[src/lcdw_pkg.sv]
package lcdw_pkg;

  // Request codes carried by the action field
  localparam logic [1:0] ActTick      = 2'd0;
  localparam logic [1:0] ActCommand   = 2'd1;
  localparam logic [1:0] ActCharacter = 2'd2;
  localparam logic [1:0] ActCursor    = 2'd3;

  // Configuration register indexes
  localparam logic CfgDevAddr    = 1'b0;
  localparam logic CfgAckTimeout = 1'b1;

  // Register reset values
  localparam logic [7:0] DevAddrReset    = 8'h7C;
  localparam logic [7:0] AckTimeoutReset = 8'd200;

  // Control bytes that follow the address byte
  localparam logic [7:0] CmdCtrl  = 8'h80;
  localparam logic [7:0] DataCtrl = 8'h40;

  // Display geometry
  localparam int DefaultColumns = 16;
  localparam int LcdRows        = 2;

  typedef struct packed {
    logic [1:0] action;
    logic [7:0] data_byte;
    logic [3:0] column;
    logic       row;
    logic       sda_in;
  } item_t;

  typedef struct packed {
    logic scl;
    logic sda_out;
    logic busy;
    logic ack_missed;
    logic done;
    logic dropped;
  } result_t;

  typedef struct packed {
    logic [7:0] dev_addr;
    logic [7:0] ack_timeout;
  } cfg_t;

endpackage

[src/lcdw_cfg_regs.sv]
module lcdw_cfg_regs
  import lcdw_pkg::*;
(
  input  logic       clk_i,
  input  logic       rst_ni,
  input  logic       cfg_valid_i,
  output logic       cfg_ready_o,
  input  logic       cfg_index_i,
  input  logic [7:0] cfg_data_i,
  output cfg_t       cfg_o
);

  logic [7:0] dev_addr_q;
  logic [7:0] ack_timeout_q;

  // Accept a write on every cycle
  assign cfg_ready_o = 1'b1;

  // Store the addressed register
  always_ff @(posedge clk_i or negedge rst_ni) begin
    if (!rst_ni) begin
      dev_addr_q    <= DevAddrReset;
      ack_timeout_q <= AckTimeoutReset;
    end else if (cfg_valid_i) begin
      unique case (cfg_index_i)
        CfgDevAddr:    dev_addr_q    <= cfg_data_i;
        CfgAckTimeout: ack_timeout_q <= cfg_data_i;
        default: ;
      endcase
    end
  end

  assign cfg_o.dev_addr    = dev_addr_q;
  assign cfg_o.ack_timeout = ack_timeout_q;

endmodule

[src/lcdw_engine.sv]
module lcdw_engine
  import lcdw_pkg::*;
#(
  parameter int COLUMNS = DefaultColumns
) (
  input  logic    clk_i,
  input  logic    rst_ni,
  input  logic    step_i,
  input  item_t   item_i,
  input  cfg_t    cfg_i,
  output result_t res_o
);

  localparam int ColW = $clog2(COLUMNS);
  localparam int CmpW = 7;

  // Bus phase codes
  localparam logic [3:0] PhIdle = 4'd0;
  localparam logic [3:0] PhSt0  = 4'd1;
  localparam logic [3:0] PhSt1  = 4'd2;
  localparam logic [3:0] PhSt2  = 4'd3;
  localparam logic [3:0] PhBd   = 4'd4;
  localparam logic [3:0] PhBh   = 4'd5;
  localparam logic [3:0] PhBf   = 4'd6;
  localparam logic [3:0] PhAl   = 4'd7;
  localparam logic [3:0] PhAh   = 4'd8;
  localparam logic [3:0] PhAf   = 4'd9;
  localparam logic [3:0] PhSp0  = 4'd10;
  localparam logic [3:0] PhSp1  = 4'd11;
  localparam logic [3:0] PhSp2  = 4'd12;

  logic [3:0]      phase_q, phase_d, phase_eff;
  logic [3:0]      bit_cnt_q, bit_cnt_d;
  logic [2:0]      byte_idx_q, byte_idx_d, byte_idx_inc;
  logic [7:0]      shift_q, shift_d;
  logic [7:0]      pend_cmd_q, pend_cmd_d;
  logic [7:0]      pend_char_q, pend_char_d;
  logic [7:0]      ack_cnt_q, ack_cnt_d;
  logic [ColW-1:0] col_q, col_d;
  logic            row_q, row_d;
  logic [1:0]      kind_q, kind_d;
  logic            start;
  logic [CmpW-1:0] col_ext;
  logic [8:0]      ack_next;
  logic [3:0]      bit_cnt_inc;
  result_t         res;

  // Pick the byte that a frame position sends
  function automatic logic [7:0] frame_byte(input logic [2:0] idx, input logic [7:0] addr,
                                            input logic [7:0] cmd, input logic [7:0] chr);
    logic [7:0] b;
    unique case (idx)
      3'd0, 3'd3: b = addr;
      3'd1:       b = CmdCtrl;
      3'd2:       b = cmd;
      3'd4:       b = DataCtrl;
      default:    b = chr;
    endcase
    return b;
  endfunction

  assign col_ext      = CmpW'(item_i.column);
  assign ack_next     = {1'b0, ack_cnt_q} + 9'd1;
  assign bit_cnt_inc  = bit_cnt_q + 4'd1;
  assign byte_idx_inc = byte_idx_q + 3'd1;
  assign start        = (phase_q == PhIdle) &&
                        ((item_i.action == ActCommand) || (item_i.action == ActCharacter));
  assign phase_eff    = start ? PhSt0 : phase_q;

  // Take the request, then run one bus phase
  always_comb begin
    phase_d     = phase_q;
    bit_cnt_d   = bit_cnt_q;
    byte_idx_d  = byte_idx_q;
    shift_d     = shift_q;
    pend_cmd_d  = pend_cmd_q;
    pend_char_d = pend_char_q;
    ack_cnt_d   = ack_cnt_q;
    col_d       = col_q;
    row_d       = row_q;
    kind_d      = kind_q;
    res         = '{scl: 1'b1, sda_out: 1'b1, busy: 1'b0, ack_missed: 1'b0,
                    done: 1'b0, dropped: 1'b0};

    if (item_i.action != ActTick) begin
      if (phase_q != PhIdle) begin
        res.dropped = 1'b1;
      end else if (item_i.action == ActCursor) begin
        col_d    = ColW'((col_ext >= CmpW'(COLUMNS)) ? col_ext - CmpW'(COLUMNS) : col_ext);
        row_d    = (LcdRows == 1) ? 1'b0 : item_i.row;
        res.done = 1'b1;
      end else begin
        kind_d     = item_i.action;
        byte_idx_d = 3'd0;
        if (item_i.action == ActCommand) begin
          pend_cmd_d = item_i.data_byte;
        end else begin
          pend_cmd_d  = CmdCtrl | {1'b0, row_q, 6'(col_q)};
          pend_char_d = item_i.data_byte;
        end
      end
    end

    res.busy = (phase_eff != PhIdle);
    unique case (phase_eff)
      PhIdle: ;
      PhSt0: begin
        phase_d = PhSt1;
      end
      PhSt1: begin
        res.sda_out = 1'b0;
        phase_d     = PhSt2;
      end
      PhSt2: begin
        res.scl     = 1'b0;
        res.sda_out = 1'b0;
        shift_d     = frame_byte(byte_idx_q, cfg_i.dev_addr, pend_cmd_q, pend_char_q);
        bit_cnt_d   = 4'd0;
        phase_d     = PhBd;
      end
      PhBd: begin
        res.scl     = 1'b0;
        res.sda_out = shift_q[7];
        phase_d     = PhBh;
      end
      PhBh: begin
        res.sda_out = shift_q[7];
        phase_d     = PhBf;
      end
      PhBf: begin
        res.scl     = 1'b0;
        res.sda_out = shift_q[7];
        shift_d     = {shift_q[6:0], 1'b0};
        bit_cnt_d   = bit_cnt_inc;
        phase_d     = (bit_cnt_inc >= 4'd8) ? PhAl : PhBd;
      end
      PhAl: begin
        res.scl   = 1'b0;
        ack_cnt_d = 8'd0;
        phase_d   = PhAh;
      end
      PhAh: begin
        if (!item_i.sda_in) begin
          phase_d = PhAf;
        end else if (ack_next >= {1'b0, cfg_i.ack_timeout}) begin
          res.ack_missed = 1'b1;
          phase_d        = PhAf;
        end else begin
          ack_cnt_d = ack_next[7:0];
        end
      end
      PhAf: begin
        res.scl    = 1'b0;
        byte_idx_d = byte_idx_inc;
        if ((byte_idx_inc == 3'd3) || (byte_idx_inc >= 3'd6)) begin
          phase_d = PhSp0;
        end else begin
          shift_d   = frame_byte(byte_idx_inc, cfg_i.dev_addr, pend_cmd_q, pend_char_q);
          bit_cnt_d = 4'd0;
          phase_d   = PhBd;
        end
      end
      PhSp0: begin
        res.scl     = 1'b0;
        res.sda_out = 1'b0;
        phase_d     = PhSp1;
      end
      PhSp1: begin
        res.sda_out = 1'b0;
        phase_d     = PhSp2;
      end
      PhSp2: begin
        if ((kind_q == ActCharacter) && (byte_idx_q == 3'd3)) begin
          phase_d = PhSt0;
        end else begin
          // Advance the cursor after a character, wrapping to the next row
          if (kind_q == ActCharacter) begin
            if (col_q == ColW'(COLUMNS - 1)) begin
              col_d = '0;
              row_d = (LcdRows == 1) ? 1'b0 : ~row_q;
            end else begin
              col_d = col_q + 1'b1;
            end
          end
          res.done = 1'b1;
          phase_d  = PhIdle;
        end
      end
      default: begin
        phase_d = PhIdle;
      end
    endcase
  end

  // Commit the state on each stepped item
  always_ff @(posedge clk_i or negedge rst_ni) begin
    if (!rst_ni) begin
      phase_q     <= PhIdle;
      bit_cnt_q   <= '0;
      byte_idx_q  <= '0;
      shift_q     <= '0;
      pend_cmd_q  <= '0;
      pend_char_q <= '0;
      ack_cnt_q   <= '0;
      col_q       <= '0;
      row_q       <= 1'b0;
      kind_q      <= '0;
    end else if (step_i) begin
      phase_q     <= phase_d;
      bit_cnt_q   <= bit_cnt_d;
      byte_idx_q  <= byte_idx_d;
      shift_q     <= shift_d;
      pend_cmd_q  <= pend_cmd_d;
      pend_char_q <= pend_char_d;
      ack_cnt_q   <= ack_cnt_d;
      col_q       <= col_d;
      row_q       <= row_d;
      kind_q      <= kind_d;
    end
  end

  assign res_o = res;

endmodule

[src/i2c_character_lcd_writer_core.sv]
// Character LCD writer over a bit-banged I2C master. Every input transaction is
// one bus phase tick and yields exactly one result transaction with the SCL and
// SDA levels for that tick plus busy, ACK-miss, done and dropped-request flags.
// One transaction is taken per clock cycle while the result register is free or
// being taken; a result that waits holds back the input. A result is loaded into
// the result register after its input has passed the input register (input register,
// then result register), and the engine updates its phase on each stepped item. Configuration
// writes are taken on every cycle and must only be issued while no request is in flight.
module i2c_character_lcd_writer_core
  import lcdw_pkg::*;
#(
  parameter int COLUMNS = DefaultColumns
) (
  input  logic       clk_i,
  input  logic       rst_ni,
  input  logic       in_valid_i,
  output logic       in_ready_o,
  input  logic [1:0] action_i,
  input  logic [7:0] data_byte_i,
  input  logic [3:0] column_i,
  input  logic       row_i,
  input  logic       sda_in_i,
  output logic       out_valid_o,
  input  logic       out_ready_i,
  output logic       scl_o,
  output logic       sda_out_o,
  output logic       busy_res_o,
  output logic       ack_missed_o,
  output logic       done_res_o,
  output logic       request_dropped_o,
  input  logic       cfg_valid_i,
  output logic       cfg_ready_o,
  input  logic       cfg_index_i,
  input  logic [7:0] cfg_data_i
);

  logic    in_valid_q;
  item_t   in_item_q;
  logic    out_valid_q;
  result_t out_res_q;
  logic    step;
  result_t res;
  cfg_t    cfg;

  // Advance the held item when the result register is free or being taken
  assign step       = in_valid_q && (!out_valid_q || out_ready_i);
  assign in_ready_o = !in_valid_q || step;

  lcdw_cfg_regs u_cfg (
    .clk_i       (clk_i),
    .rst_ni      (rst_ni),
    .cfg_valid_i (cfg_valid_i),
    .cfg_ready_o (cfg_ready_o),
    .cfg_index_i (cfg_index_i),
    .cfg_data_i  (cfg_data_i),
    .cfg_o       (cfg)
  );

  lcdw_engine #(
    .COLUMNS (COLUMNS)
  ) u_engine (
    .clk_i  (clk_i),
    .rst_ni (rst_ni),
    .step_i (step),
    .item_i (in_item_q),
    .cfg_i  (cfg),
    .res_o  (res)
  );

  // Hold the input transaction
  always_ff @(posedge clk_i or negedge rst_ni) begin
    if (!rst_ni) begin
      in_valid_q <= 1'b0;
    end else if (in_ready_o) begin
      in_valid_q <= in_valid_i;
    end
  end

  always_ff @(posedge clk_i) begin
    if (in_valid_i && in_ready_o) begin
      in_item_q <= '{action: action_i, data_byte: data_byte_i, column: column_i,
                     row: row_i, sda_in: sda_in_i};
    end
  end

  // Hold the result until it is taken
  always_ff @(posedge clk_i or negedge rst_ni) begin
    if (!rst_ni) begin
      out_valid_q <= 1'b0;
    end else if (step) begin
      out_valid_q <= 1'b1;
    end else if (out_ready_i) begin
      out_valid_q <= 1'b0;
    end
  end

  always_ff @(posedge clk_i) begin
    if (step) begin
      out_res_q <= res;
    end
  end

  assign out_valid_o       = out_valid_q;
  assign scl_o             = out_res_q.scl;
  assign sda_out_o         = out_res_q.sda_out;
  assign busy_res_o        = out_res_q.busy;
  assign ack_missed_o      = out_res_q.ack_missed;
  assign done_res_o        = out_res_q.done;
  assign request_dropped_o = out_res_q.dropped;

  // A stepped item always lands in the result register
  a_step_fills_out: assert property (@(posedge clk_i) disable iff (!rst_ni)
    step |=> out_valid_q)
    else $error("stepped item did not reach the result register");

  // A dropped request only happens while a transfer runs
  a_drop_busy: assert property (@(posedge clk_i) disable iff (!rst_ni)
    (out_valid_q && out_res_q.dropped) |-> out_res_q.busy)
    else $error("request dropped while idle");

  // An ACK miss is flagged with SCL high and SDA released
  a_miss_phase: assert property (@(posedge clk_i) disable iff (!rst_ni)
    (out_valid_q && out_res_q.ack_missed) |-> (out_res_q.busy && out_res_q.scl &&
                                                out_res_q.sda_out))
    else $error("ACK miss outside the ACK slot");

  // An idle bus keeps both lines released
  a_idle_lines: assert property (@(posedge clk_i) disable iff (!rst_ni)
    (out_valid_q && !out_res_q.busy) |-> (out_res_q.scl && out_res_q.sda_out))
    else $error("idle bus drives a line low");

endmodule

[config.mk]
export PLATFORM = sky130hd
export DESIGN_NAME = i2c_character_lcd_writer_core
export DESIGN_NICKNAME = d
export VERILOG_FILES = /design/src/lcdw_pkg.sv /design/src/lcdw_cfg_regs.sv /design/src/lcdw_engine.sv /design/src/i2c_character_lcd_writer_core.sv
export SDC_FILE = /design/constraint.sdc
export NUM_CORES = 1
export LEC_CHECK = 0
export BUFFER_PORTS_ARGS = -buffer_cell sky130_fd_sc_hd__buf_2
export CORE_ASPECT_RATIO = 1.5
export CORE_UTILIZATION = 56
export CTS_BUF_LIST = sky130_fd_sc_hd__clkbuf_4
export DETAILED_ROUTE_END_ITERATION = 8
export PLACE_DENSITY = 0.78
export RECOVER_POWER = 100
export SETUP_SLACK_MARGIN = 0.4
export SYNTH_ARGS = -nofsm -noshare
export SYNTH_HDL_FRONTEND = slang
export SYNTH_HIERARCHICAL = 1
export SYNTH_SLANG_ARGS = --single-unit
[constraint.sdc]
create_clock -name clk_i -period 2.4 [get_ports clk_i]
set_input_delay 0.36 -clock clk_i [delete_from_list [all_inputs] [get_ports clk_i]]
set_output_delay 0.36 -clock clk_i [all_outputs]
set_load 0.02 [all_outputs]
-- Word level (Yosys, flattened, before mapping)
Cells that the tools add are included.
- bitwise gates (word level): 6
- equal/unequal tests: 31
- reductions and logical operators: 35
- muxes and demuxes: 47
- $lt $le $gt $ge: 4
- add/sub/neg operators: 5
- operators by type and width (kind ; count):
    8-bit case mux with 4 select lines ; 2
    4-bit 2-to-1 mux ; 13
    4-bit case mux with 13 select lines ; 1
    8-bit 2-to-1 mux ; 4
    4-bit == test (second input constant) ; 6
    8-bit case mux with 3 select lines ; 1
    1-bit 2-to-1 mux ; 17
    4-bit by 3-bit == test with 1-bit output (second input constant) ; 4
    8-bit case mux with 2 select lines ; 1
    3-bit by 2-bit == test with 1-bit output (second input constant) ; 4
    3-bit 2-to-1 mux ; 4
    4-bit case mux with 3 select lines ; 1
    4-bit AND reduction ; 3
    2-bit inequality test (second input constant) ; 5
    8-bit by 1-bit adder with 9-bit output (second input constant) ; 1
    9-bit by 8-bit >= comparator with 1-bit output ; 1
    4-bit by 1-bit adder with 4-bit output (second input constant) ; 2
    4-bit by 2-bit == test with 1-bit output (second input constant) ; 2
    4-bit zero test ; 2
    2-bit nonzero test ; 4
    4-bit nonzero test ; 2
    2-bit == test (second input constant) ; 3
    3-bit by 1-bit == test with 1-bit output (second input constant) ; 2
    3-bit == test (second input constant) ; 2
    other kinds (23) ; 41
- word-level logic and storage cells: 153
- bits of input ports: 30
- register bits: 90
- output and inout bits: 9

-- Logic depth before layout (Yosys ltp)
- word-level depth: 8
- gate-level depth with buffers: 11
- gate-level depth less buffers: 10

-- Modules after synthesis
Netlist, hierarchy kept.
- by module, submodules not included (module ; instances ; seq. area each (µm²) ; area each (µm²) ; cells each):
    lcdw_engine ; 1 ; 1251.2 ; 3548.4 ; 383
    i2c_character_lcd_writer_core ; 1 ; 710.7 ; 764.5 ; 30
    lcdw_cfg_regs ; 1 ; 410.4 ; 663.1 ; 37

-- Least setup slack after synthesis
No wires, ideal clock.
- kind: reg2reg
- start: register u_engine.ack_cnt_q[2]
- end: register u_engine.ack_cnt_q[5]
- library setup time: 0.126 ns
- stages on the path, launching flop included: 12
- path buffers: 1
- required time: 2.274 ns
- path slack: -0.148 ns
- arrival time: 2.422 ns
- period minus slack after synthesis: 2.548 ns
- cell sequence: dfrtp_1 -> and3_1 -> nand3_1 -> nor2_1 -> xor2_1 -> ha_1 -> and3_1 -> nand3_1 -> o211a_2 -> and2_4 -> buf_6 -> a221o_1
- longest elaborated chain between the ends: 4
- elaborated cells on any way between the ends: 7
- classes of those cells: add/sub: 1; order compare: 1; eq/ne: 1; mux: 3; reduce/logical: 1
- RTL lines (what ; RTL line ; RTL):
    from (decl) ; lcdw_engine.sv:38 ; logic [7:0] ack_cnt_q, ack_cnt_d;
    from (signal assigned) ; lcdw_engine.sv:215 ; ack_cnt_q <= ack_cnt_d;
    8-bit by 1-bit adder with 9-bit output * ; lcdw_engine.sv:63 ; assign ack_next = {1'b0, ack_cnt_q} + 9'd1;
    9-bit by 8-bit >= comparator with 1-bit output or 8-bit 2-to-1 mux (tied branches) ; lcdw_engine.sv:145 ; end else if (ack_next >= {1'b0, cfg_i.ack_timeout}) begin
    2-bit inequality test (no source line) or 8-bit 2-to-1 mux (tied branches) ; -- ;
    4-bit AND reduction (no source line) or 8-bit case mux with 2 select lines (tied branches) ; -- ;
Mark *: on every way between the ends. The rest lies on a longest branch, timed or not. The select of a mux whose other input is x is not followed.
A chain may end at the register's enable or synchronous reset.

-- Worst setup path after layout
- start: register u_engine.ack_cnt_q[4]
- end: register u_engine.ack_cnt_q[5]
Same word-level chain as after synthesis.

==> results.cfg <==
[detailed_routing]
drt-met1-wl_um = 4612
firstDrtPassIters = 4
viasPerCell = 6.052
met3WireLength_um = 543
drc = 0
vias = 3849
ant_nets = 0
wirelength_um = 11820
dr_wl_met2_um = 6317
drt_iter0_drc = 428
drt-wirelength-per-cell_um = 18.59
highest-signal-layer = met4

[setup_path]
endpoint = u_engine/ack_cnt_q[5]$_DFFE_PN0P_
crit_chain = and3_4 > nand3_4 > buf_4 > xnor2_1 > ha_1 > and3_4 > nand3_2 > o211a_4 > and2_4 > a221o_1
reg2reg_from = u_engine/ack_cnt_q[4]$_DFFE_PN0P_
crit_start = u_engine/ack_cnt_q[4]$_DFFE_PN0P_
cp_max_fo = 9
startpoint_type = flip-flop
worst_ep_arrival_time_ns = 2.86
path_buf_inv = 1
path_class = reg2reg
reg2regPathDepth = 10
timing.critical_path.mode_cell = and3_4
cp_num_cells = 10
crit_family = simple AND/OR/NAND/NOR gates
worstReg2RegEnd = u_engine/ack_cnt_q[5]$_DFFE_PN0P_
critPathRequiredTime_ns = 2.76
critPathMaxStageDelay_ns = 0.38
crit_path_top_delay_cell = dfrtp_1
ff2ff_setup_slack_ns = -0.1
cp-end-kind = flip-flop

[die]
fp.dieW_um = 78.97
ios = 39
initial_utilization = 0.5843
core_sq_mm = 0.008516
num_rows = 41
fp.dieArea_sq_mm = 0.009274
die_y_um = 117.5

[timing]
period_minus_slack_ns = 2.499
fin_setup_tns_ns = -0.4569
tightest_slew_ns = 1.338
post-route-period-util = 1.041
finalSetupViolations = 9
finClkSkew_ns = 0.02127
slew_headroom = 0.1082
rsz0062_at_grt = true
maxSlewViolCount = 0
fmax_mhz = 400.2
fin_ws_ns = -0.09872
finalHoldViolations = 0

[yosys]
yosysTopAreaCell = dfrtp_1
synth_top_cell_area_share = 0.3017
ys_types = 74
dominantRegCellSynth = dfrtp_1
synth_edf_count = 22
synth_area_leaders = dfrtp_1 30%, edfxtp_1 13%, ha_1 5.3%
async_reset_ff_frac = 0.7556
ys_warn_count = 6
syn_nets = 501
synth_seq_cells = 90
synth_cells = 450
synth_seq_area_share = 0.4767
netlist_area_sq_mm = 0.004976
synth_area_per_cell_sq_um = 11.06

[clocking]
numClockSinks = 90
clkTransAtPathRegs_ns = 0.16
htreeDepth = 3
cts_buffers = 9
clk_latency_ns = 0.48
cts_tree = done
clockRootBuffer = clkbuf_4
max-clock-path-buffers = 2

[global_route]
grt_pass1_wl_um = 19240
overflow = 0
grt_pass1_vias = 3996
antenna_found_initial = 0
grtUsageTotal = 0.2693
grt_max_degree = 47

[run_status]
status = finished, violations left
failed_checks = setup timing

[pwr]
p_per_area_mw_per_mm2 = 1088
vdd.ir_drop.worst_mv = 0.6017
p_leak_uw = 0.002613
total_power_uw = 6483

[finish]
nFillCells = 665
drive_gt1_frac = 0.3270
layout_common_cells = 59 x dfrtp_1, 40 x buf_4, 33 x nor2_1
final_common_cell = dfrtp_1
final_nets = 575
antenna_cells = 0
area_delta_synth_final_pct = 19.71

[placed_design]
place_congestion = 0.8896
dp_hpwl_um = 8127
numPortBuffers = 37

[run]
drv_cap = 0

[hold_path]
hold_class = in2reg
[synthesized netlist by cell type, types with 2 or more instances]
master	number
dfrtp_1	60
nor2_1	35
a21oi_1	23
inv_1	23
edfxtp_1	22
ha_1	21
o21ai_0	21
nand3_1	17
mux2_4	16
nand2_1	16
a221o_1	13
a22o_1	13
mux2_2	11
a22oi_1	10
buf_2	10
nand2b_1	9
and2_1	8
clkbuf_1	8
dfstp_2	8
a21o_1	6
a221oi_1	6
mux2i_1	6
o22ai_1	6
a31oi_1	4
buf_6	4
nand4_1	4
xnor2_1	4
nand3b_1	3
nor3_1	3
nor3b_1	3
o21a_1	3
xor2_1	3
a21boi_1	2
and2_4	2
and2b_1	2
and3_1	2
buf_1	2
buf_4	2
nor4b_1	2
nor4bb_1	2
o21ai_1	2
[timing repair]
action / CTS / global route
endpoints found under the hold margin: 22 / 0
endpoints found under the setup margin: 38 / 38
hold buffers: 1 / 0
pin swaps: 16 / 25
gates resized for setup: 33 / 22
buffers inserted: 13 / 5
[state kept, by name, indices dropped and copies added (netlist names), 2 cells and up]
signal,cells
in_item_q,16
u_cfg/ack_timeout_q,8
u_cfg/dev_addr_q,8
u_engine/ack_cnt_q,8
u_engine/pend_char_q,8
u_engine/pend_cmd_q,8
u_engine/shift_q,8
u_engine/bit_cnt_q,4
u_engine/col_q,4
u_engine/phase_q,4
u_engine/byte_idx_q,3
u_engine/kind_q,2
[where the power goes]
group	internal, uW	switching (uW)
clock	342	585
combinational	1560	1530
sequential	2020	445
[through the flow]
stage                     setup slack (ns)    util  instances  hold slack (ns)  cell area (sq um)
after floorplan                   -0.01747       -        450          0.06441               5049
after global placement             0.01836  0.6437        601           0.3825               5482
after detailed placement          -0.08277  0.6437        601           0.3918               5482
after CTS                         -0.06828  0.6941        631          0.02843               5911
after global routing               -0.2012  0.6995        636          0.02430               5957
final                             -0.09872  0.6995        636          0.04219               5957
[how the worst min path moves through the flow]
stage / endpoint / cells after the start / slack, ns / from
after floorplan: in_valid_q$_DFFE_PN0P_ / 0 / 0.06 / rst_ni
after global placement: u_engine/ack_cnt_q[4]$_DFFE_PN0P_ / 1 / 0.38 / rst_ni
after detailed placement: u_engine/ack_cnt_q[4]$_DFFE_PN0P_ / 1 / 0.39 / rst_ni
after CTS: in_item_q[1]$_DFFE_PP_ / 1 / 0.03 / row_i
after global routing: in_item_q[8]$_DFFE_PP_ / 1 / 0.02 / data_byte_i[2]
final: in_item_q[2]$_DFFE_PP_ / 1 / 0.04 / column_i[0]
[metal layers]
| layer | track usage | vias to the layer above |
|---|---|---|
| li1 | - | 1810 |
| met1 | 0.3277 | 1901 |
| met2 | 0.4547 | 115 |
| met3 | 0.04264 | 23 |
| met4 | 0.1341 | 0 |
| met5 | 0 | - |
[cell families (layout without fill, tap and decap cells)]
| kind of cell | Yosys count | after routing | share of synthesized area |
|---|---|---|---|
| multiplexers | 34 | 34 | 0.08750 |
| XOR/XNOR | 7 | 7 | 0.01232 |
| adder cells (fa/ha/maj) | 21 | 21 | 0.05280 |
| AO/OA/AOI/OAI | 124 | 124 | 0.1800 |
| buffers and inverters | 51 | 130 | 0.04878 |
| other | 1 | 1 | 0.0007536 |
| AND/OR/NAND/NOR | 122 | 122 | 0.1411 |
| flip-flops | 90 | 90 | 0.4767 |
[area by class of cell]
cell class	instances	area (sq um)	area share
multi-input cells	309	2604	0.4371
flip-flops and latches	90	2374	0.3984
repair buffers	90	596.8	0.1002
well taps	107	133.9	0.02247
inverters	24	97.59	0.01638
clock inverters	7	83.83	0.01407
clock buffers	9	67.56	0.01134
No activity file was read; power rests on OpenSTA's default activity.
